==> src/rtl/hcbd_pkg.sv <==
// Shared types, constants and helpers of the HTTP chunked body decoder.
// No dependencies; imported by hcbd_step and http_chunked_body_decoder.
`default_nettype none

package hcbd_pkg;

   // Size line limit (characters before CR LF, exclusive) and counter width.
   localparam int MAX_LINE_CHARS = 32;
   localparam int LENGTH_BITS    = 24;
   localparam int LINE_W         = $clog2(MAX_LINE_CHARS + 2);
   localparam int SIZE_W         = LENGTH_BITS + 1;

   // Fixed port widths.
   localparam int CFG_W     = 24;
   localparam int OUT_LEN_W = 24;
   localparam int BYTE_W    = 8;

   localparam logic [CFG_W-1:0] DEFAULT_MAX_BYTES = CFG_W'(5 * 1024 * 1024);

   localparam logic [BYTE_W-1:0] CHAR_CR   = 8'h0D;
   localparam logic [BYTE_W-1:0] CHAR_LF   = 8'h0A;
   localparam logic [BYTE_W-1:0] CHAR_SEMI = 8'h3B;
   localparam logic [BYTE_W-1:0] CHAR_NUL  = 8'h00;

   typedef enum logic [2:0] {
      PHASE_SIZE    = 3'd0,
      PHASE_SIZE_LF = 3'd1,
      PHASE_EXT     = 3'd2,
      PHASE_DATA    = 3'd3,
      PHASE_DATA_CR = 3'd4,
      PHASE_DATA_LF = 3'd5,
      PHASE_DONE    = 3'd6,
      PHASE_FAIL    = 3'd7
   } phase_type;

   typedef enum logic [1:0] {
      ST_BUSY      = 2'd0,
      ST_DONE      = 2'd1,
      ST_MALFORMED = 2'd2
   } status_type;

   typedef struct packed {
      phase_type               phase;
      logic                    cr_inside_extension;
      logic [LINE_W-1:0]       line_chars;
      logic                    digit_seen;
      logic [SIZE_W-1:0]       size_value;
      logic [LENGTH_BITS-1:0]  chunk_left;
      logic [LENGTH_BITS-1:0]  decoded_count;
   } state_type;

   typedef struct packed {
      logic [BYTE_W-1:0]    out_byte;
      logic                 out_valid;
      status_type           status;
      logic [OUT_LEN_W-1:0] decoded_length;
   } result_type;

   typedef struct packed {
      logic       ok;
      logic [3:0] value;
   } hex_type;

   localparam state_type STATE_RESTART = '{
      phase:               PHASE_SIZE,
      cr_inside_extension: 1'b0,
      line_chars:          '0,
      digit_seen:          1'b0,
      size_value:          '0,
      chunk_left:          '0,
      decoded_count:       '0
   };

   // Hex digit of either case.
   function automatic hex_type hex_decode(input logic [BYTE_W-1:0] c);
      hex_type h;
      h.ok    = 1'b1;
      h.value = 4'd0;
      priority if (c >= 8'h30 && c <= 8'h39) begin
         h.value = 4'(c - 8'h30);
      end else if (c >= 8'h61 && c <= 8'h66) begin
         h.value = 4'(c - 8'h57);
      end else if (c >= 8'h41 && c <= 8'h46) begin
         h.value = 4'(c - 8'h37);
      end else begin
         h.ok = 1'b0;
      end
      return h;
   endfunction

endpackage

`default_nettype wire

==> src/rtl/hcbd_step.sv <==
// Next-state and result logic of the chunked body decoder for one byte.
// Purely combinational; depends on hcbd_pkg.
`default_nettype none

module hcbd_step (
   input  wire hcbd_pkg::state_type             cur_state,
   input  wire logic [hcbd_pkg::CFG_W-1:0]      max_bytes,
   input  wire logic [hcbd_pkg::BYTE_W-1:0]     in_byte,
   input  wire logic                            first_byte,
   input  wire logic                            last_byte,
   output hcbd_pkg::state_type                  next_state,
   output hcbd_pkg::result_type                 result
);
   import hcbd_pkg::*;

   state_type              s;
   state_type              n;
   hex_type                hex;
   logic [LINE_W-1:0]      lc_inc;
   logic [LINE_W-1:0]      lc_ext;
   logic [LINE_W-1:0]      lc_ext_inc;
   logic [LENGTH_BITS-1:0] limit;
   logic [LENGTH_BITS:0]   headroom;
   logic                   size_ovf;
   logic [SIZE_W-1:0]      size_acc;
   phase_type              line_phase;
   logic                   is_cr;
   logic                   is_lf;

   always_comb begin
      s = first_byte ? STATE_RESTART : cur_state;
   end

   // Size line close: zero size ends the body, else check the total limit.
   always_comb begin
      limit    = LENGTH_BITS'(max_bytes);
      headroom = {1'b0, limit} - {1'b0, s.decoded_count};
      priority if (s.size_value == '0) begin
         line_phase = PHASE_DONE;
      end else if (s.decoded_count > limit
                   || s.size_value > SIZE_W'(headroom)) begin
         line_phase = PHASE_FAIL;
      end else begin
         line_phase = PHASE_DATA;
      end
   end

   // Saturating hex accumulate.
   always_comb begin
      hex      = hex_decode(in_byte);
      size_ovf = |s.size_value[SIZE_W-1 -: 4];
      size_acc = size_ovf ? '1 : {s.size_value[SIZE_W-5:0], hex.value};
   end

   always_comb begin
      is_cr      = (in_byte == CHAR_CR);
      is_lf      = (in_byte == CHAR_LF);
      lc_inc     = s.line_chars + LINE_W'(1);
      // a CR in an extension not followed by LF counts as a character
      lc_ext     = s.line_chars + LINE_W'(s.cr_inside_extension);
      lc_ext_inc = lc_ext + LINE_W'(1);
      n          = s;

      unique case (s.phase)
         PHASE_SIZE: begin
            priority if (hex.ok) begin
               n.size_value = size_acc;
               n.digit_seen = 1'b1;
               n.line_chars = lc_inc;
               if (lc_inc >= LINE_W'(MAX_LINE_CHARS)) n.phase = PHASE_FAIL;
            end else if (is_cr) begin
               n.phase = PHASE_SIZE_LF;
            end else if ((in_byte == CHAR_SEMI || in_byte == CHAR_NUL)
                         && s.digit_seen) begin
               n.line_chars = lc_inc;
               n.phase = (lc_inc >= LINE_W'(MAX_LINE_CHARS)) ? PHASE_FAIL : PHASE_EXT;
            end else begin
               n.phase = PHASE_FAIL;
            end
         end
         PHASE_SIZE_LF: begin
            if (is_lf && s.digit_seen) begin
               n.phase               = line_phase;
               n.line_chars          = '0;
               n.cr_inside_extension = 1'b0;
               n.digit_seen          = 1'b0;
               n.size_value          = '0;
               n.chunk_left          = s.size_value[LENGTH_BITS-1:0];
            end else begin
               n.phase = PHASE_FAIL;
            end
         end
         PHASE_EXT: begin
            priority if (s.cr_inside_extension && is_lf) begin
               n.phase               = line_phase;
               n.line_chars          = '0;
               n.cr_inside_extension = 1'b0;
               n.digit_seen          = 1'b0;
               n.size_value          = '0;
               n.chunk_left          = s.size_value[LENGTH_BITS-1:0];
            end else if (s.cr_inside_extension
                         && lc_ext >= LINE_W'(MAX_LINE_CHARS)) begin
               n.cr_inside_extension = 1'b0;
               n.line_chars          = lc_ext;
               n.phase               = PHASE_FAIL;
            end else if (is_cr) begin
               n.cr_inside_extension = 1'b1;
               n.line_chars          = lc_ext;
            end else begin
               n.cr_inside_extension = 1'b0;
               n.line_chars          = lc_ext_inc;
               if (lc_ext_inc >= LINE_W'(MAX_LINE_CHARS)) n.phase = PHASE_FAIL;
            end
         end
         PHASE_DATA: begin
            n.decoded_count = s.decoded_count + LENGTH_BITS'(1);
            n.chunk_left    = s.chunk_left - LENGTH_BITS'(1);
            if (s.chunk_left == LENGTH_BITS'(1)) n.phase = PHASE_DATA_CR;
         end
         PHASE_DATA_CR: n.phase = is_cr ? PHASE_DATA_LF : PHASE_FAIL;
         PHASE_DATA_LF: n.phase = is_lf ? PHASE_SIZE : PHASE_FAIL;
         PHASE_DONE:    n.phase = PHASE_DONE;
         PHASE_FAIL:    n.phase = PHASE_FAIL;
         default:       n.phase = PHASE_FAIL;
      endcase

      // end of input before the zero chunk
      if (last_byte && n.phase != PHASE_DONE) n.phase = PHASE_FAIL;

      next_state = n;

      result.out_valid      = (s.phase == PHASE_DATA);
      result.out_byte       = (s.phase == PHASE_DATA) ? in_byte : '0;
      result.decoded_length = OUT_LEN_W'(n.decoded_count);
      priority if (n.phase == PHASE_DONE) begin
         result.status = ST_DONE;
      end else if (n.phase == PHASE_FAIL) begin
         result.status = ST_MALFORMED;
      end else begin
         result.status = ST_BUSY;
      end
   end

endmodule

`default_nettype wire

==> src/rtl/http_chunked_body_decoder.sv <==
// Top level of the HTTP chunked transfer-coding body decoder.
// Depends on hcbd_pkg and hcbd_step.
`default_nettype none

// One raw body byte per request beat, one result beat per byte, in order.
// A byte is decoded in the cycle it is accepted and its registered result
// appears on the rsp_ side in the next cycle; the decoder sustains one byte
// per clock unless rsp_stall holds a result. req_stall rises only while
// a result is held on rsp_ under rsp_stall. req_first_byte restarts the
// decoder for a new body; req_last_byte on a body that has not reached its
// zero-size chunk marks it malformed. Payload bytes (rsp_out_valid high)
// stream out before the outcome is known: once rsp_status reads malformed
// (2) the consumer discards that body's payload; completed (1) means the
// zero chunk was seen and later bytes are ignored. csr_wr_data sets the
// largest payload total allowed per body (reset 5 MiB); write it only while
// the decoder is idle. A new limit takes effect at the next size line.
module http_chunked_body_decoder (
   input  wire logic                                clock,
   input  wire logic                                reset,
   // configuration
   input  wire logic                                csr_wr_en,
   input  wire logic [hcbd_pkg::CFG_W-1:0]          csr_wr_data,
   // body byte beats
   input  wire logic                                req_valid,
   output logic                                     req_stall,
   input  wire logic [hcbd_pkg::BYTE_W-1:0]         req_in_byte,
   input  wire logic                                req_first_byte,
   input  wire logic                                req_last_byte,
   // result beats
   output logic                                     rsp_valid,
   input  wire logic                                rsp_stall,
   output logic [hcbd_pkg::BYTE_W-1:0]              rsp_out_byte,
   output logic                                     rsp_out_valid,
   output logic [1:0]                               rsp_status,
   output logic [hcbd_pkg::OUT_LEN_W-1:0]           rsp_decoded_length
);
   import hcbd_pkg::*;

   logic [CFG_W-1:0] max_bytes_ff;
   state_type        state_ff;
   state_type        state_in;
   result_type       result_in;
   result_type       result_ff;
   logic             rsp_valid_ff;
   logic             req_accept;

   // Output register frees up whenever its beat is taken.
   assign req_stall  = rsp_valid_ff & rsp_stall;
   assign req_accept = req_valid & ~req_stall;

   hcbd_step u_step (
      .cur_state  (state_ff),
      .max_bytes  (max_bytes_ff),
      .in_byte    (req_in_byte),
      .first_byte (req_first_byte),
      .last_byte  (req_last_byte),
      .next_state (state_in),
      .result     (result_in)
   );

   always_ff @(posedge clock) begin
      if (reset) begin
         max_bytes_ff <= DEFAULT_MAX_BYTES;
      end else if (csr_wr_en) begin
         max_bytes_ff <= csr_wr_data;
      end
   end

   // Parser state advances only on an accepted beat.
   always_ff @(posedge clock) begin
      if (reset) begin
         state_ff <= STATE_RESTART;
      end else if (req_accept) begin
         state_ff <= state_in;
      end
   end

   always_ff @(posedge clock) begin
      if (reset) begin
         rsp_valid_ff <= 1'b0;
      end else if (!req_stall) begin
         rsp_valid_ff <= req_valid;
      end
   end

   // Result payload, no reset needed.
   always_ff @(posedge clock) begin
      if (req_accept) begin
         result_ff <= result_in;
      end
   end

   assign rsp_valid          = rsp_valid_ff;
   assign rsp_out_byte       = result_ff.out_byte;
   assign rsp_out_valid      = result_ff.out_valid;
   assign rsp_status         = result_ff.status;
   assign rsp_decoded_length = result_ff.decoded_length;

endmodule

`default_nettype wire
==> config.mk <==
export PLATFORM = sky130hd
export DESIGN_NAME = http_chunked_body_decoder
export DESIGN_NICKNAME = d
export VERILOG_FILES = /design/src/rtl/hcbd_pkg.sv /design/src/rtl/hcbd_step.sv /design/src/rtl/http_chunked_body_decoder.sv
export SDC_FILE = /design/constraint.sdc
export NUM_CORES = 1
export LEC_CHECK = 0
export BUFFER_PORTS_ARGS = -buffer_cell sky130_fd_sc_hd__buf_2
export CORE_ASPECT_RATIO = 1.75
export CORE_MARGIN = 4
export CORE_UTILIZATION = 62
export CTS_CLUSTER_SIZE = 12
export DETAILED_ROUTE_END_ITERATION = 10
export PLACE_DENSITY = 0.81
export SETUP_SLACK_MARGIN = 0.3
export SKIP_CTS_REPAIR_TIMING = 1
export SLEW_MARGIN = 20
export SYNTH_ARGS = -nofsm -noshare
export SYNTH_HDL_FRONTEND = slang
export SYNTH_HIERARCHICAL = 1
export SYNTH_SLANG_ARGS = --single-unit
==> constraint.sdc <==
create_clock -name clock -period 9 [get_ports clock]
set_clock_uncertainty 0.15 [all_clocks]
set_input_delay 2.7 -clock clock [delete_from_list [all_inputs] [get_ports clock]]
set_output_delay 2.7 -clock clock [all_outputs]
set_load 0.02 [all_outputs]
Word level (Yosys, flattened, before mapping)
Index checks and enable logic that the tools add are counted.
Storage, ports and cells
  flip-flop bits (word level): 144
  bits of input ports: 39
  output and inout bits: 37
  word-level logic and storage cells: 101
Operators by class
  $add $sub $neg: 9
  magnitude comparators: 11
  equal/unequal tests: 14
  muxes and demuxes: 37
  bitwise operators: 3
  reductions and logical operators: 14
Operators with widths (count)
  case mux 32 bit (3 select lines): 1
  2-to-1 mux 84 bit: 1
  case mux 24 bit (3 select lines): 1
  2-to-1 mux 57 bit: 1
  2-to-1 mux 50 bit: 1
  2-to-1 mux 3 bit: 13
  2-to-1 mux 26 bit: 1
  > comparator 25 bit: 1
  logical NOT 25 bit: 1
  2-to-1 mux 25 bit: 1
  subtractor 24 x 24 -> 25 bit: 1
  adder 24 x 1 -> 24 bit, second input constant: 1
  == test 24 x 1 -> 1 bit, second input constant: 1
  > comparator 24 bit: 1
  2-to-1 mux 24 bit: 1
  case mux 3 bit (8 select lines): 1
  subtractor 24 x 1 -> 24 bit, second input constant: 1
  2-to-1 mux 10 bit: 2
  == test 3 bit, second input constant: 6
  >= comparator 6 bit, second input constant: 3
  2-to-1 mux 6 bit: 3
  == test 8 x 4 -> 1 bit, second input constant: 2
  >= comparator 8 x 7 -> 1 bit, second input constant: 2
  <= comparator 8 x 7 -> 1 bit, second input constant: 2
  22 further kinds: 39

Depth between registers and ports, before layout
  depth in word-level cells: 14
  gate-level depth with buffers: 28
  gate-level depth less buffers: 23

By module
The synthesis kept the hierarchy.
By module, submodules not included
  http_chunked_body_decoder: instances 1, cells an instance 481, area an instance 5665.4 µm², seq. area each 3233.1 µm²
  hcbd_step: instances 1, cells an instance 852, area an instance 5479.0 µm², seq. area each 0.0 µm²

Least setup slack after synthesis
OpenSTA, ideal clock, no wires.
  path type: in2reg
  from: input req_first_byte
  to: register result_ff (netlist bit rsp_status[0]) (data pin)
  library setup time: 256 ps
  arrival time: 7631 ps
  required time: 8594 ps
  path slack: 964 ps
  stages on the path: 25
  path buffers: 5
  cell sequence: buf_2 -> buf_4 -> buf_2 -> buf_2 -> clkbuf_1 -> nor2b_1 -> ha_1 -> inv_1 -> fa_1 -> a21o_1 -> a21oi_1 -> o21ai_0 -> a211oi_2 -> nor3_1 -> o41ai_2 -> a21oi_1 -> a31o_2 -> ha_1 -> nand4_1 -> nor4_1 -> a31oi_1 -> a211oi_1 -> a31oi_1 -> nand2b_1 -> o211a_1
On the way
  longest elaborated chain between the ends: 13
  elaborated cells on any way between the ends: 43
  those cells by class: add/sub: 4; order compare: 5; eq/ne: 10; mux: 16; reduce/logical: 8
Ends and longest elaborated chain
  start: declaration: line http_chunked_body_decoder.sv:27  | input wire logic req_first_byte,
  2-to-1 mux 84 bit *: line hcbd_step.sv:31  | s = first_byte ? STATE_RESTART : cur_state;
  adder 6 x 1 -> 6 bit: line hcbd_step.sv:60  | lc_ext = s.line_chars + LINE_W'(s.cr_inside_extension);
  adder 6 x 1 -> 6 bit: line hcbd_step.sv:61  | lc_ext_inc = lc_ext + LINE_W'(1);
  >= comparator 6 bit: line hcbd_step.sv:112  | if (lc_ext_inc >= LINE_W'(MAX_LINE_CHARS)) n.phase = PHASE_FAIL;
  2-to-1 mux 3 bit: line hcbd_step.sv:112
  2-to-1 mux 3 bit: line hcbd_step.sv:106  | end else if (is_cr) begin
  2-to-1 mux 10 bit: line hcbd_step.sv:101  | end else if (s.cr_inside_extension
  2-to-1 mux 10 bit: line hcbd_step.sv:94  | priority if (s.cr_inside_extension && is_lf) begin
  case mux 3 bit (8 select lines) *: line hcbd_step.sv:64  | unique case (s.phase)
  inequality test 3 bit: line hcbd_step.sv:128  | if (last_byte && n.phase != PHASE_DONE) n.phase = PHASE_FAIL;
  logical AND 1 bit: line hcbd_step.sv:128
  2-to-1 mux 3 bit *: line hcbd_step.sv:128
  == test 3 bit *: line hcbd_step.sv:135  | priority if (n.phase == PHASE_DONE) begin
  end signal: assignment: line http_chunked_body_decoder.sv:89  | result_ff <= result_in;
  end: declaration: line http_chunked_body_decoder.sv:43  | result_type result_ff;
Every way passes the cells marked *; elsewhere a longest branch is shown, timed or not.
A chain may end at the register's enable or synchronous reset.

==> results.txt <==
- Before antenna repair, the detailed router went through 5 iterations.
* Via Count: approximately 9700
- Met2 track utilization from global routing: 0.535
- The startpoint identified for the worst hold timing path is state_ff[23]$_SDFFE_PP0P_.
* Cells taking the most area after synthesis: sky130_fd_sc_hd__dfxtp_1 20%, sky130_fd_sc_hd__nand2b_1 9.8%, sky130_fd_sc_hd__mux2i_1 9.7%
- Core footprint: 0.0176 mm2
- The tool flagged a number of max-cap violations equal to 0.
- Most frequent cells in the layout: 174 x sky130_fd_sc_hd__nand2b_1, 109 x sky130_fd_sc_hd__dfxtp_1, 108 x sky130_fd_sc_hd__mux2i_1
- Via density per instance: about 6.1
* Power density over the cells: between 100 and 150 mW/mm2
- Final hold analysis gives a worst-case slack of 0.331 ns.
* Synth Net Count: approximately 1400
- Startpoint class of the critical path: input pin
- Number of global-route vias before repair: ~9400
* Lkg Pwr: 4.81 nW
- Rows: 64
- Total count of max-transition violations in the final report: 0
* EDFF count, synth: 35
- After filler insertion, the fill cell instance count of the layout stands at between 1500 and 2000.
- The share of synthesized area in the top cell type comes to 0.196.
* Worst Path Max Fanout: 13
- Met1 track demand over resource in global routing: 0.300
- Post-detailed-routing wire length: 29400 um
- Min-Delay Path Class: reg2reg
* Highest clock frequency the design can meet: 129 MHz
* Total CTS buffers: 17
- Switching share of power: 0.303
* Fraction of power consumed by sequential logic: 0.418
- Origin of the critical flop-to-flop path: state_ff[0]$_SDFFE_PP0P_
- Each instance of the synthesized netlist takes up on average around 8.4 um2.
- Count of clock tree sinks: between 100 and 150
- The initial antenna violation count is 1.
- GP Congestion: 1.00
- The longest clock path from root to sink contains 2 buffers.
- Outcome: finished, final reports clean
* Final cycle utilization of the critical path: 0.861
- Unrepaired setup endpoints after global routing: no
- Share of the yosys chip area belonging to registers: 0.290
- Entering global routing, the biggest net connects between 100 and 150 pins.
- The worst hold path terminates at state_ff[23]$_SDFFE_PP0P_.
* Die height: approximately 190 um
- Warning count from the yosys run: 6
- Max H-tree Level: 4
- Worst setup EP type: flip-flop
- Initial Utilization: 0.633
- TritonCTS built the clock tree.
- For this run, the leading register cell type out of synthesis is sky130_fd_sc_hd__dfxtp_1.
* Part of the total power dissipated in the clock network: 0.388
- CTS root buf: sky130_fd_sc_hd__clkbuf_16
* Hold path depth: 2
- Switching power: about 510 uW
* Insertion delay of the later-clocked pin in the worst-skew pair: 0.44 ns
* DP Wirelength: 21800 um
- At the end of the flow, the number of nets in the layout was roughly 1400.
* End of the worst register-to-register path: state_ff[83]$_SDFFE_PP0P_
- # DRC: 0
* Setup violation total in the final timing report: 0
- The netlist uses between 80 and 90 different library cells.
* Count of buffers from port buffering: 75
- Number of cells on the worst reg-to-reg path: 22
- Biggest area consumer among synthesized cells: sky130_fd_sc_hd__dfxtp_1
- Setup total negative slack on the finished layout was measured at 0 ns.
- Most common cell after layout, fill and taps aside: sky130_fd_sc_hd__nand2b_1
* Die X-Extent: about 110 um
- In this run, synthesis produced a sequential element count of about 140.
- Dpl ws: ~0.9 ns
- Gate count of the mapped netlist: roughly 1300
- Across all register-to-register paths, the minimum setup slack is ~3.4 ns.
- Kind of critical path: in2reg
- The die covers around 0.02 mm2.
- Hold Fails Final Rpt: 0
* Layout cells sized above 1: 0.115
* GRT busiest layer: met2
- The synthesized netlist occupies a cell area of 0.0111 mm2.
- The worst path meets setup with between 1 and 1.5 ns of slack.
- Total track usage: 0.295
* Slew @ Worst Pin: roughly 1.1 ns
- Met3 GRT Util: 0.0453
- The internal power of the cells totals roughly 1.2 mW.
- In this run the remaining antenna-violating nets after routing total 0.
* Final critical delay including setup and external delays: a little under 8 ns
- Synthesis-to-layout area growth: 6.87%
- Data required time at the worst endpoint: 9.15 ns
- The repair_antennas step left the layout with diodes totalling 0.
- 76 I/O pins were placed.
* VDD IR-drop max: ~150 uV
- In the final routed layout, each cell accounts on average for about 19 um.
- Leftover overflow at the end of global routing: 0
* Worst relative slew slack: 0.258
* Wire length of the first global-routing pass: between 40000 and 50000 um
- STA puts the critical path data arrival time at 7.90 ns.
- After clock tree synthesis, the clock-pin slew on the worst setup and hold paths is around 0.070 ns.
* DRC marker count from the first detailed-route iteration: between 500 and 600
- Gate power share: 0.194
- For this run, asynchronously set or reset flops after synthesis account for 0.
## power by group through the flow
stage / sequential [mW] / clock (mW) / combinational, mW
6_report: 0.703 / 0.653 / 0.326
5_1_grt: 0.705 / 0.693 / 0.357
4_1_cts: 0.703 / 0.664 / 0.323
3_5_place_dp: 0.716 / 0 / 0.321
3_3_place_gp: 0.716 / 0 / 0.315
2_1_floorplan: 0.718 / 0 / 0.242
## cell type report
type	count	area, um2	share of cell area
Timing Repair Buffer	84	458	0.0384
Clock buffer	19	433	0.0363
Inverter	33	129	0.0108
Tap cell	231	289	0.0243
Sequential cell	144	3230	0.271
Clock inverter	13	106	0.00893
Multi-Input combinational cell	1061	7260	0.610
## worst max path at each step
stage                        start                   endpoint  slack (ns)  depth (start not counted)
finish              req_first_byte  state_ff[83]$_SDFFE_PP0P_        1.25                         23
global route        req_first_byte  state_ff[83]$_SDFFE_PP0P_        0.63                         23
CTS                 req_first_byte    rsp_status[0]$_DFFE_PP_        1.36                         21
detailed placement  req_first_byte    rsp_status[0]$_DFFE_PP_        0.90                         21
global placement    req_first_byte  state_ff[83]$_SDFFE_PP0P_        1.04                         23
floorplan           req_first_byte    rsp_status[0]$_DFFE_PP_        0.96                         25
## kinds of logic after synthesis
logic type	after synthesis	synth area share
AO/OA/AOI/OAI	274	0.163
XOR/XNOR	59	0.0464
adder cells (fa/ha/maj)	61	0.0692
buffers and inverters	128	0.0592
flip-flops	144	0.290
multiplexers	108	0.0970
AND/OR/NAND/NOR	559	0.275
## per-stage QoR
step	util	cells	instance area (um2)	total power, mW
after floorplan	-	1333	11100	0.960
after global routing	0.676	1585	11900	1.75
after CTS	0.676	1585	11900	1.69
final	0.676	1585	11900	1.68
after detailed placement	0.645	1553	11400	1.04
after global placement	0.645	1553	11400	1.03
## cells in the mapped netlist (all sizes together) (11+ instances only)
| library cell | count |
|---|---|
| mux2i | 108 |
| buf | 60 |
| a21oi | 64 |
| nand2b | 174 |
| inv | 31 |
| and2 | 13 |
| or2 | 11 |
| o22ai | 26 |
| xnor2 | 35 |
| nor2b | 39 |
| dfxtp | 109 |
| nand2 | 105 |
| xor2 | 24 |
| edfxtp | 35 |
| nor4 | 17 |
| clkbuf | 35 |
| o21ai | 66 |
| nor3 | 26 |
| nor2 | 103 |
| ha | 60 |
| nand3 | 26 |
| a21o | 26 |
| nand4 | 14 |
## sequential cells by signal, summed over array words and instances, names as in the netlist
| register | count |
|---|---|
| rsp_out_byte | 8 |
| state_ff | 84 |
| rsp_valid | 1 |
| rsp_out_valid | 1 |
| rsp_status | 2 |
| max_bytes_ff | 24 |
| rsp_decoded_length | 24 |
## worst max-delay path: stages
cell	delay (ns)
sky130_fd_sc_hd__buf_2	0.18
sky130_fd_sc_hd__nor2b_1	0.30
sky130_fd_sc_hd__ha_1	0.24
sky130_fd_sc_hd__inv_1	0.06
sky130_fd_sc_hd__fa_1	0.41
sky130_fd_sc_hd__a21o_1	0.17
sky130_fd_sc_hd__a21oi_1	0.25
sky130_fd_sc_hd__o21ai_0	0.22
sky130_fd_sc_hd__a211oi_2	0.28
sky130_fd_sc_hd__nor3_1	0.11
sky130_fd_sc_hd__o41ai_2	0.43
sky130_fd_sc_hd__a21oi_1	0.12
sky130_fd_sc_hd__a2111oi_1	0.44
sky130_fd_sc_hd__ha_1	0.21
sky130_fd_sc_hd__nand4_1	0.16
sky130_fd_sc_hd__nor4_1	0.44
sky130_fd_sc_hd__a31oi_1	0.14
sky130_fd_sc_hd__a211oi_1	0.27
sky130_fd_sc_hd__a31oi_1	0.17
sky130_fd_sc_hd__nor3b_1	0.34
sky130_fd_sc_hd__o21bai_1	0.10
sky130_fd_sc_hd__nand2b_1	0.08
sky130_fd_sc_hd__mux2i_1	0.06
## layer usage
layer	share of wire	vias up
li1	-	4709
met2	0.53	344
met3	0.046	124
met1	0.35	4544
met5	0.00044	-
met4	0.073	2
Note: power is estimated with default switching activity, not from simulation.
